$ cat src/rtl/cjst_pkg.sv
// ----------------------------------------------------------------------------
// cjst_pkg
// Shared types and constants for the client join slot table.
// ----------------------------------------------------------------------------
package cjst_pkg;

   localparam int ADDR_W    = 48;
   localparam int ID_W      = 8;
   localparam int SLOTS_W   = 8;
   localparam int INDEX_W   = 5;
   localparam int RIDX_W    = 8;
   localparam int JOINED_W  = 6;
   localparam int STATUS_W  = 3;

   localparam logic CMD_JOIN = 1'b0;
   localparam logic CMD_READ = 1'b1;

   localparam logic [SLOTS_W-1:0] MAX_SLOTS_RESET = 8'd8;
   localparam logic [ID_W-1:0]    ID_EMPTY        = 8'd0;
   localparam logic [ID_W-1:0]    ID_LIMIT        = 8'd255;

   typedef enum logic [STATUS_W-1:0] {
      STS_OK        = 3'd0,
      STS_TOO_MANY  = 3'd1,
      STS_DUPLICATE = 3'd2,
      STS_FULL      = 3'd3,
      STS_BAD_INDEX = 3'd4
   } status_type;

   typedef struct packed {
      logic                en;
      logic [INDEX_W-1:0]  index;
      logic [ID_W-1:0]     id;
      logic [ADDR_W-1:0]   address;
   } entry_write_type;

endpackage

$ cat src/rtl/client_join_slot_table_core.sv
// ----------------------------------------------------------------------------
// client_join_slot_table_core
// Join table for a slotted wireless server: admits stations, detects
// duplicates and full tables, and answers entry reads.
// ----------------------------------------------------------------------------
//  Channel  Direction  Handshake              Contents
//  req      in         req_tvalid/req_tready  join or read request item
//  rsp      out        rsp_tvalid/rsp_tready  one result item per request
//  csr      in         csr_valid/csr_ready    max_slots_per_client
//
//  A join steps one address comparator over the entries, one per cycle,
//  then writes the free entry unless it met a duplicate or found none free.
//  A read passes through S_READ to S_FINISH; a refused or out-of-range
//  request goes straight to S_FINISH. Reset empties the table at once; the
//  result register lets the next item be taken while a result waits on rsp.
// ----------------------------------------------------------------------------
module client_join_slot_table_core
   import cjst_pkg::*;
#(
   parameter int TABLE_ENTRIES = 5
) (
   input  logic        clock,
   input  logic        reset,
   input  logic        req_tvalid,
   output logic        req_tready,
   input  logic [63:0] req_tdata,  // station_address, slot_count, read_index
   input  logic        req_tuser,  // command
   output logic        rsp_tvalid,
   input  logic        rsp_tready,
   output logic [63:0] rsp_tdata,  // status, entry_index, client_number, client_address
   input  logic        csr_valid,
   output logic        csr_ready,
   input  logic [7:0]  csr_wdata
);

   localparam int IDX_W = (TABLE_ENTRIES > 1) ? $clog2(TABLE_ENTRIES) : 1;

   typedef enum logic [4:0] {
      S_IDLE   = 5'b00001,
      S_SCAN   = 5'b00010,
      S_READ   = 5'b00100,
      S_COMMIT = 5'b01000,
      S_FINISH = 5'b10000
   } state_type;

   state_type            state_ff, state_in;
   logic [SLOTS_W-1:0]   max_slots_ff;
   logic [SLOTS_W-1:0]   slots_ff, slots_in;
   logic [JOINED_W-1:0]  joined_ff, joined_in;
   logic [ADDR_W-1:0]    req_addr_ff, req_addr_in;
   logic [SLOTS_W-1:0]   req_want_ff, req_want_in;
   logic [IDX_W-1:0]     scan_ff, scan_in;
   logic [IDX_W-1:0]     free_ff, free_in;
   logic                 free_found_ff, free_found_in;
   status_type           res_status_ff, res_status_in;
   logic [INDEX_W-1:0]   res_index_ff, res_index_in;
   logic [ID_W-1:0]      res_id_ff, res_id_in;
   logic [ADDR_W-1:0]    res_addr_ff, res_addr_in;
   logic                 rsp_valid_ff, rsp_valid_in;
   logic [63:0]          rsp_data_ff, rsp_data_in;

   entry_write_type      wr;
   logic [ID_W-1:0]      rd_id;
   logic [ADDR_W-1:0]    rd_address;
   logic                 req_accept;
   logic                 out_free;
   logic                 req_cmd;
   logic [ADDR_W-1:0]    req_addr;
   logic [SLOTS_W-1:0]   req_want;
   logic [RIDX_W-1:0]    req_ridx;
   logic [SLOTS_W:0]     id_sum;
   logic [SLOTS_W:0]     total_sum;
   logic [SLOTS_W-1:0]   grant;

   assign req_cmd  = req_tuser;
   assign req_addr = req_tdata[47:0];
   assign req_want = req_tdata[55:48];
   assign req_ridx = req_tdata[63:56];

   assign req_tready = (state_ff == S_IDLE);
   assign req_accept = req_tvalid && req_tready;
   assign out_free   = !rsp_valid_ff || rsp_tready;
   assign csr_ready  = 1'b1;

   assign grant     = (req_want_ff > 8'd1) ? req_want_ff : 8'd1;
   assign id_sum    = {1'b0, slots_ff} + 9'd1;
   assign total_sum = {1'b0, slots_ff} + {1'b0, grant};

   cjst_entry_store #(
      .ENTRIES (TABLE_ENTRIES),
      .IDX_W   (IDX_W)
   ) u_store (
      .clock      (clock),
      .reset      (reset),
      .wr         (wr),
      .rd_index   (scan_ff),
      .rd_id      (rd_id),
      .rd_address (rd_address)
   );

   always_comb begin
      state_in      = state_ff;
      slots_in      = slots_ff;
      joined_in     = joined_ff;
      req_addr_in   = req_addr_ff;
      req_want_in   = req_want_ff;
      scan_in       = scan_ff;
      free_in       = free_ff;
      free_found_in = free_found_ff;
      res_status_in = res_status_ff;
      res_index_in  = res_index_ff;
      res_id_in     = res_id_ff;
      res_addr_in   = res_addr_ff;
      rsp_valid_in  = rsp_valid_ff && !rsp_tready;
      rsp_data_in   = rsp_data_ff;
      wr            = '0;

      unique case (state_ff)
         S_IDLE: begin
            if (req_accept) begin
               req_addr_in   = req_addr;
               req_want_in   = req_want;
               res_index_in  = '0;
               res_id_in     = ID_EMPTY;
               res_addr_in   = '0;
               scan_in       = '0;
               free_found_in = 1'b0;
               if (req_cmd == CMD_READ) begin
                  if (req_ridx >= RIDX_W'(TABLE_ENTRIES)) begin
                     res_status_in = STS_BAD_INDEX;
                     state_in      = S_FINISH;
                  end else begin
                     scan_in  = req_ridx[IDX_W-1:0];
                     state_in = S_READ;
                  end
               end else if (req_want > max_slots_ff) begin
                  res_status_in = STS_TOO_MANY;
                  state_in      = S_FINISH;
               end else begin
                  state_in = S_SCAN;
               end
            end
         end
         S_SCAN: begin
            if (rd_id != ID_EMPTY && rd_address == req_addr_ff) begin
               res_status_in = STS_DUPLICATE;
               res_index_in  = INDEX_W'(scan_ff);
               state_in      = S_FINISH;
            end else begin
               if (rd_id == ID_EMPTY && !free_found_ff) begin
                  free_in       = scan_ff;
                  free_found_in = 1'b1;
               end
               if (scan_ff == IDX_W'(TABLE_ENTRIES - 1)) begin
                  state_in = S_COMMIT;
               end else begin
                  scan_in = scan_ff + IDX_W'(1);
               end
            end
         end
         S_READ: begin
            res_status_in = STS_OK;
            res_index_in  = INDEX_W'(scan_ff);
            res_id_in     = rd_id;
            res_addr_in   = rd_address;
            state_in      = S_FINISH;
         end
         S_COMMIT: begin
            if (free_found_ff) begin
               wr.en         = 1'b1;
               wr.index      = INDEX_W'(free_ff);
               wr.id         = id_sum[SLOTS_W] ? ID_LIMIT : id_sum[ID_W-1:0];
               wr.address    = req_addr_ff;
               slots_in      = total_sum[SLOTS_W] ? 8'hFF : total_sum[SLOTS_W-1:0];
               joined_in     = joined_ff + JOINED_W'(1);
               res_status_in = STS_OK;
               res_index_in  = INDEX_W'(free_ff);
            end else begin
               res_status_in = STS_FULL;
            end
            state_in = S_FINISH;
         end
         S_FINISH: begin
            if (out_free) begin
               rsp_valid_in = 1'b1;
               rsp_data_in  = {res_addr_ff, res_id_ff, res_index_ff, res_status_ff};
               state_in     = S_IDLE;
            end
         end
         default: begin
            state_in = S_IDLE;
         end
      endcase
   end

   always_ff @(posedge clock) begin
      if (reset) begin
         state_ff      <= S_IDLE;
         max_slots_ff  <= MAX_SLOTS_RESET;
         slots_ff      <= '0;
         joined_ff     <= '0;
         free_found_ff <= 1'b0;
         rsp_valid_ff  <= 1'b0;
      end else begin
         state_ff      <= state_in;
         slots_ff      <= slots_in;
         joined_ff     <= joined_in;
         free_found_ff <= free_found_in;
         rsp_valid_ff  <= rsp_valid_in;
         if (csr_valid && csr_ready) begin
            max_slots_ff <= csr_wdata;
         end
      end
   end

   always_ff @(posedge clock) begin
      req_addr_ff   <= req_addr_in;
      req_want_ff   <= req_want_in;
      scan_ff       <= scan_in;
      free_ff       <= free_in;
      res_status_ff <= res_status_in;
      res_index_ff  <= res_index_in;
      res_id_ff     <= res_id_in;
      res_addr_ff   <= res_addr_in;
      rsp_data_ff   <= rsp_data_in;
   end

   assign rsp_tvalid = rsp_valid_ff;
   assign rsp_tdata  = rsp_data_ff;

   // The slot total only ever grows or holds at its ceiling.
   a_slots_monotonic: assert property (@(posedge clock) disable iff (reset)
      !$past(reset) |-> slots_ff >= $past(slots_ff))
      else $error("slot total decreased");

   // A new result is only loaded from the finishing state.
   a_rsp_from_finish: assert property (@(posedge clock) disable iff (reset)
      !rsp_valid_ff ##1 rsp_valid_ff |-> $past(state_ff == S_FINISH))
      else $error("result appeared outside the finishing state");

   // The joined count changes only when an entry is committed.
   a_joined_on_commit: assert property (@(posedge clock) disable iff (reset)
      (!$past(reset) && joined_ff != $past(joined_ff)) |-> $past(wr.en))
      else $error("joined count changed without an entry write");

   // A written entry is never marked empty.
   a_write_nonzero_id: assert property (@(posedge clock) disable iff (reset)
      wr.en |-> (wr.id != ID_EMPTY && state_ff == S_COMMIT))
      else $error("entry written with an empty id");

endmodule

$ cat src/rtl/cjst_entry_store.sv
// ----------------------------------------------------------------------------
// cjst_entry_store
// Entry store of the join table: one id and one station address per entry,
// written at one entry and read at one entry per cycle.
// ----------------------------------------------------------------------------
module cjst_entry_store
   import cjst_pkg::*;
#(
   parameter int ENTRIES = 5,
   parameter int IDX_W   = 3
) (
   input  logic                clock,
   input  logic                reset,
   input  entry_write_type     wr,
   input  logic [IDX_W-1:0]    rd_index,
   output logic [ID_W-1:0]     rd_id,
   output logic [ADDR_W-1:0]   rd_address
);

   logic [ID_W-1:0]   ids_ff   [ENTRIES];
   logic [ADDR_W-1:0] addrs_ff [ENTRIES];
   logic [ID_W-1:0]   id_sel;

   // An id of zero marks an empty entry; reset clears only the ids, not the addresses.
   always_ff @(posedge clock) begin
      if (reset) begin
         for (int i = 0; i < ENTRIES; i++) begin
            ids_ff[i] <= ID_EMPTY;
         end
      end else if (wr.en) begin
         ids_ff[wr.index[IDX_W-1:0]] <= wr.id;
      end
   end

   always_ff @(posedge clock) begin
      if (wr.en) begin
         addrs_ff[wr.index[IDX_W-1:0]] <= wr.address;
      end
   end

   assign id_sel     = ids_ff[rd_index];
   assign rd_id      = id_sel;
   assign rd_address = (id_sel != ID_EMPTY) ? addrs_ff[rd_index] : '0;

endmodule
$ cat config.mk
export PLATFORM = sky130hd
export DESIGN_NAME = client_join_slot_table_core
export DESIGN_NICKNAME = d
export VERILOG_FILES = /design/src/rtl/cjst_pkg.sv /design/src/rtl/client_join_slot_table_core.sv /design/src/rtl/cjst_entry_store.sv
export SDC_FILE = /design/constraint.sdc
export NUM_CORES = 1
export LEC_CHECK = 0
export BUFFER_PORTS_ARGS = -buffer_cell sky130_fd_sc_hd__buf_2
export CAP_MARGIN = 20
export CELL_PAD_IN_SITES_DETAIL_PLACEMENT = 1
export CELL_PAD_IN_SITES_GLOBAL_PLACEMENT = 1
export CORE_MARGIN = 5
export CORE_UTILIZATION = 50
export CTS_CLUSTER_SIZE = 20
export DETAILED_ROUTE_END_ITERATION = 16
export MAX_ROUTING_LAYER = met4
export PLACE_DENSITY_LB_ADDON = 0.05
export SETUP_SLACK_MARGIN = 0.15
export SLEW_MARGIN = 20
export SYNTH_ARGS = -nofsm -noshare
export SYNTH_HDL_FRONTEND = slang
export SYNTH_SLANG_ARGS = --single-unit
$ cat constraint.sdc
create_clock -name clock -period 10.7 [get_ports clock]
set_input_delay 2.14 -clock clock [delete_from_list [all_inputs] [get_ports clock]]
set_output_delay 2.14 -clock clock [all_outputs]
set_load 0.01 [all_outputs]
# Word-level counts from Yosys, hierarchy flattened
# Memories as Yosys holds them, arrays and structs flattened. A register that Yosys moved wholly into a read port is not among the register bits.
# Index checks and enable logic that the tools add are counted.
[word_totals] register_bits=213 mem_bits_rw=280 word_cells=117 memories=2
[mem_list] name="u_store.addrs_ff" words=5 width=48 read_ports=1 rd_ports_with_merged_regs=1 write_ports=1 line="cjst_entry_store.sv:21" text="logic [ADDR_W-1:0] addrs_ff [ENTRIES];"
[mem_list] name="u_store.ids_ff" words=5 width=8 read_ports=1 rd_ports_with_merged_regs=1 write_ports=5 line="cjst_entry_store.sv:20" text="logic [ID_W-1:0] ids_ff [ENTRIES];"
[op_classes] n_addsub=3 magnitude_cmp=3 eq_ne=17 mux=52 bitwise_logic=1 reduce_logical=25
[op_table] cell="62-bit 2-to-1 mux" count=2
[op_table] cell="48-bit 2-to-1 mux" count=2
[op_table] cell="48-bit case mux with 2 select lines" count=1
[op_table] cell="5-bit 2-to-1 mux" count=10
[op_table] cell="48-bit == test" count=1
[op_table] cell="8-bit 2-to-1 mux" count=5
[op_table] cell="5-bit case mux with 4 select lines" count=2
[op_table] cell="3-bit 2-to-1 mux" count=13
[op_table] cell="8-bit case mux with 2 select lines" count=1
[op_table] cell="1-bit 2-to-1 mux" count=12
[op_table] cell="2-bit != test (second input constant)" count=6
[op_table] cell="3-bit case mux with 4 select lines" count=1
[op_table] cell="4-bit AND reduction" count=3
[op_table] cell="8-bit by 1-bit adder with 9-bit output (second input constant)" count=1
[op_table] cell="8-bit by 8-bit adder with 9-bit output" count=1
[op_table] cell="8-bit by 3-bit >= comparator with 1-bit output (second input constant)" count=1
[op_table] cell="8-bit by 1-bit greater-than comparator with 1-bit output (second input constant)" count=1
[op_table] cell="8-bit greater-than comparator" count=1
[op_table] cell="8-bit zero test" count=1
[op_table] cell="2-bit AND reduction" count=4
[op_table] cell="8-bit nonzero test" count=1
[op_table] cell="8-bit OR reduction" count=1
[op_table] cell="3-bit case mux with 2 select lines" count=1
[op_table] cell="3-bit AND reduction" count=2
[op_table] cell="21 further kinds" count=27

# Depth between registers and ports, before layout
[depth] ltp_word=9 mapped_depth=14 mapped_depth_nobuf=13

# Cells and area by module
# From an unflattened synthesis, not the netlist that was laid out.
[unflattened] hier_cells=1181 area_unflattened_um2=20802.5
[by_module_without_submodules] module="cjst_entry_store" instances=1 cells_each=569 area_per_inst_um2=12065.3 seq_area_each_um2=9128.8
[by_module_without_submodules] module="client_join_slot_table_core" instances=1 cells_each=612 area_per_inst_um2=8737.1 seq_area_each_um2=6045.8

# Least setup slack after synthesis
# Ideal clock, no wire load.
[synth_timing] path_type="reg-to-reg" startpoint="register state_ff[1]" endpoint="memory u_store.ids_ff[4][0] (data pin)" setup_time_ps=176 arrival_ps=7487 required_time_ps=10524 path_slack_ps=3037 path_stages_with_launch=9 n_path_buf=2 period_less_slack_ps=7663 path_cell_list="dfxtp_1 -> nor2_1 -> and3_1 -> clkbuf_1 -> nand2_1 -> clkbuf_1 -> nor4b_1 -> nand2_1 -> nor2_1"
[synth_rtl] element="from (decl)" line="client_join_slot_table_core.sv:46" text="state_type state_ff, state_in;"
[synth_rtl] element="from (signal assigned)" line="client_join_slot_table_core.sv:205" text="state_ff <= state_in;"
[synth_rtl] element="to (decl)" line="cjst_entry_store.sv:20"

==> results.md <==
- Outcome: complete, no violations
- RePlAce Congestion: 0.812
- Detailed-route via count: around 12000
- Total negative slack: 0 ns
- TritonRoute pass-1 iters: 5
- Mean Syn Cell Area: 16.3 um2
- Seq/Total Area, Yosys: 72.3%
- Synth cell types: 73
- Worst hold margin: 0.417 ns
- Global-route usage over all layers: 23.0%
- Number of instances in the placed design: a little under 2000
- Max_cap viols: 0
- Hold Path End: rsp_tdata[8]
- Die area: approximately 0.046 mm2
- Synth warn: 0
- CTS max path bufs: 3
- Hold_buf cts: 0
- H-tree depth: 2
- Power density cells: 186 mW/mm2
- CTS root buf: clkbuf_16
- RSZ-0062 raised after global routing: no
- Min cycle time layout: ~4.8 ns
- GR peak layer: met2
- R2r endpoint: res_index_ff[0]
- Async set or reset register ratio after synthesis: 0%
- Crit-path max FO: 34
- Remaining Overflow, GRT: 0
- Dominant register cell in the synthesized netlist: edfxtp_1
- Maximum vdd drop: 0.000107 V
- Wire per inst: 25.6 um
- Met3 Track Usage GR: 4.18%
- Count of final hold-check violations: 0
- Skew final: 0.0121 ns
- Final instance area: between 0.02 and 0.025 mm2
- Final WL: 51.8 mm
- Cell Area, Synth: 0.0211 mm2
- Power Total: 4.46 mW
- Placed Area: 0.0223 mm2
- Number of global-route vias before repair: 12900
- Final Slew Violations: 0
- Post-Syn Instances: between 1000 and 1500
- CP startpoint kind: flip-flop
- Post-synth EDFFs: 490
- Clk pin slew, worst setup/hold paths: 0.06 ns
- Detail Placement HPWL: 33.3 mm
- Largest net degree at the start of global routing: 63
- Worst Hold Class: flip-flop to flip-flop
- Commonest non-fill, non-tap cell in the layout: edfxtp_1
- Initial Utilization: 50.4%
- First-pass GRT wire length: about 80 mm
- Worst endpoint required time: around 11 ns
- Final ANT Viol Nets: 0
- TritonCTS clock tree: yes
- Kind of critical path: flip-flop to flip-flop
- R2R Setup Slk: roughly 6 ns
- I/O Buffers: 141
- Clk Latency, worst-skew pair: between 0.5 and 0.6 ns
- P&R area growth vs syn: 13.9%
- Yosys reg bits: 516
- Setup crit end kind: flip-flop
- Final Non-Filler Cells: around 2000
- Hold path start: res_id_ff[0]
- Max frequency: 0.208 GHz
- Nets@finish: 1542
- Met2 usage: approximately 39%
- Io pins: 145
- Die span in y: around 220 um
- Critical Path AT: 5.05 ns
- Final setup fails: 0
- Worst-margin pin slew: 0.991 ns
- R2r worst-path depth: 9
- Worst setup margin: between 5 and 6 ns
- # clock sinks: 516
- Total CTS buffers: 53
- M1 GR Usage: 29.6%
- Initial antenna violation count: 1
- Rel. slew slack: 33.9%
- Core Rows: 75
- Most frequent cells in the layout: edfxtp_1, nor2_1, buf_2, mux2i_1, clkbuf_16
- Drt drc: 0
- Via density: 5.80
- Final Util: 57.4%
- DIE WIDTH: 215 um
- Share of post-route cells with drive strength above 1: 21.9%
- Worst Hold Depth: 0
- Dpl ws: 5.80 ns
- Core area: ~0.042 mm2
- Number of setup buffers added after CTS: 0
- Resize count post-CTS: 0
- LEAKAGE: 7.86 nW
- Final period util: 44.8%
- Iter 0 DRT Violations: 815
==> flip-flops by register name, indices dropped and copies added (netlist names), 8 cells and up, named ones only <==
signal	flops
max_slots_ff	8
req_addr_ff	48
req_want_ff	8
res_addr_ff	48
res_id_ff	8
rsp_tdata	62
slots_ff	8
u_store.addrs_ff	240
u_store.ids_ff	64
==> synthesized netlist by cell type (9+ instances only) <==
master | instances | share of area [%]
a22oi_1 | 11 | 0.39
nand2_1 | 48 | 0.85
a21oi_1 | 19 | 0.45
mux2i_1 | 67 | 3.2
and3_1 | 34 | 1.0
nor2_1 | 152 | 2.7
o21bai_1 | 9 | 0.32
ha_1 | 19 | 1.1
inv_1 | 34 | 0.61
o21ai_0 | 24 | 0.57
nor3_1 | 20 | 0.47
nand3_1 | 18 | 0.43
xnor2_1 | 33 | 1.4
edfxtp_1 | 490 | 70
nor4_1 | 9 | 0.27
mux4_2 | 52 | 5.6
clkbuf_1 | 38 | 0.68
buf_2 | 12 | 0.28
dfxtp_1 | 26 | 2.5
nand2b_1 | 11 | 0.33
xor2_1 | 17 | 0.71
nand4_1 | 9 | 0.27
mux2_2 | 10 | 0.53
==> worst max-delay path, cell delays in order (launching register included) <==
cell and delay, ns:
dfxtp_4 0.79, mux4_1 0.65, mux2i_1 0.24, nand4_2 0.50
or2_1 0.59, a211o_1 0.34, a2111oi_2 0.42, o2111a_4 0.36
a21oi_2 0.11, a2111oi_4 0.43
==> layer usage <==
layer  up-vias  part of all wire, %  wire length, um
met1      6059                   42            21700
met2       339                   51            26200
li1       5303                    -                -
met5         -                    0                0
met4         0                  2.2             1140
met3        72                  5.3             2720
==> worst max path at each step <==
stage               depth (start not counted)         from              endpoint
floorplan                                   8  state_ff[1]  u_store.ids_ff[4][0]
global placement                            9    flip-flop       res_index_ff[0]
detailed placement                          9    flip-flop       res_index_ff[2]
CTS                                         9    flip-flop       res_index_ff[1]
global route                                9    flip-flop       res_index_ff[0]
finish                                      9    flip-flop       res_index_ff[0]
==> report_power, final <==
| group | internal (mW) | leakage [nW] | switching, mW |
|---|---|---|---|
| Clock | 1.04 | 0.814 | 0.745 |
| Sequential | 2.28 | 4.24 | 0.0900 |
| Combinational | 0.130 | 2.81 | 0.177 |
| Total | 3.44 | 7.86 | 1.01 |
==> final cells by class <==
cell class / instances / area, um2
Inverter: 35 / 131
Tap cell: 539 / 674
Multi-Input combinational cell: 680 / 5460
Clock inverter: 30 / 241
Clock buffer: 70 / 1430
Fill cell: 3855 / 17800
Antenna cell: 1 / 2.50
Sequential cell: 516 / 15200
Timing Repair Buffer: 158 / 833
==> kinds of logic (layout without fill, tap and decap cells) <==
| family | count (synthesis) | in the layout | share of synthesized area, % |
|---|---|---|---|
| other cells | 2 | 4 | 0.0356 |
| buf+inv | 98 | 293 | 2.09 |
| mux | 133 | 133 | 9.77 |
| compound gates | 128 | 128 | 4.62 |
| flops | 516 | 516 | 72.3 |
| simple gates | 346 | 346 | 7.92 |
| xor+xnor | 50 | 50 | 2.08 |
| fa+ha+maj | 20 | 20 | 1.22 |
Power figures use the tool's default switching activity.
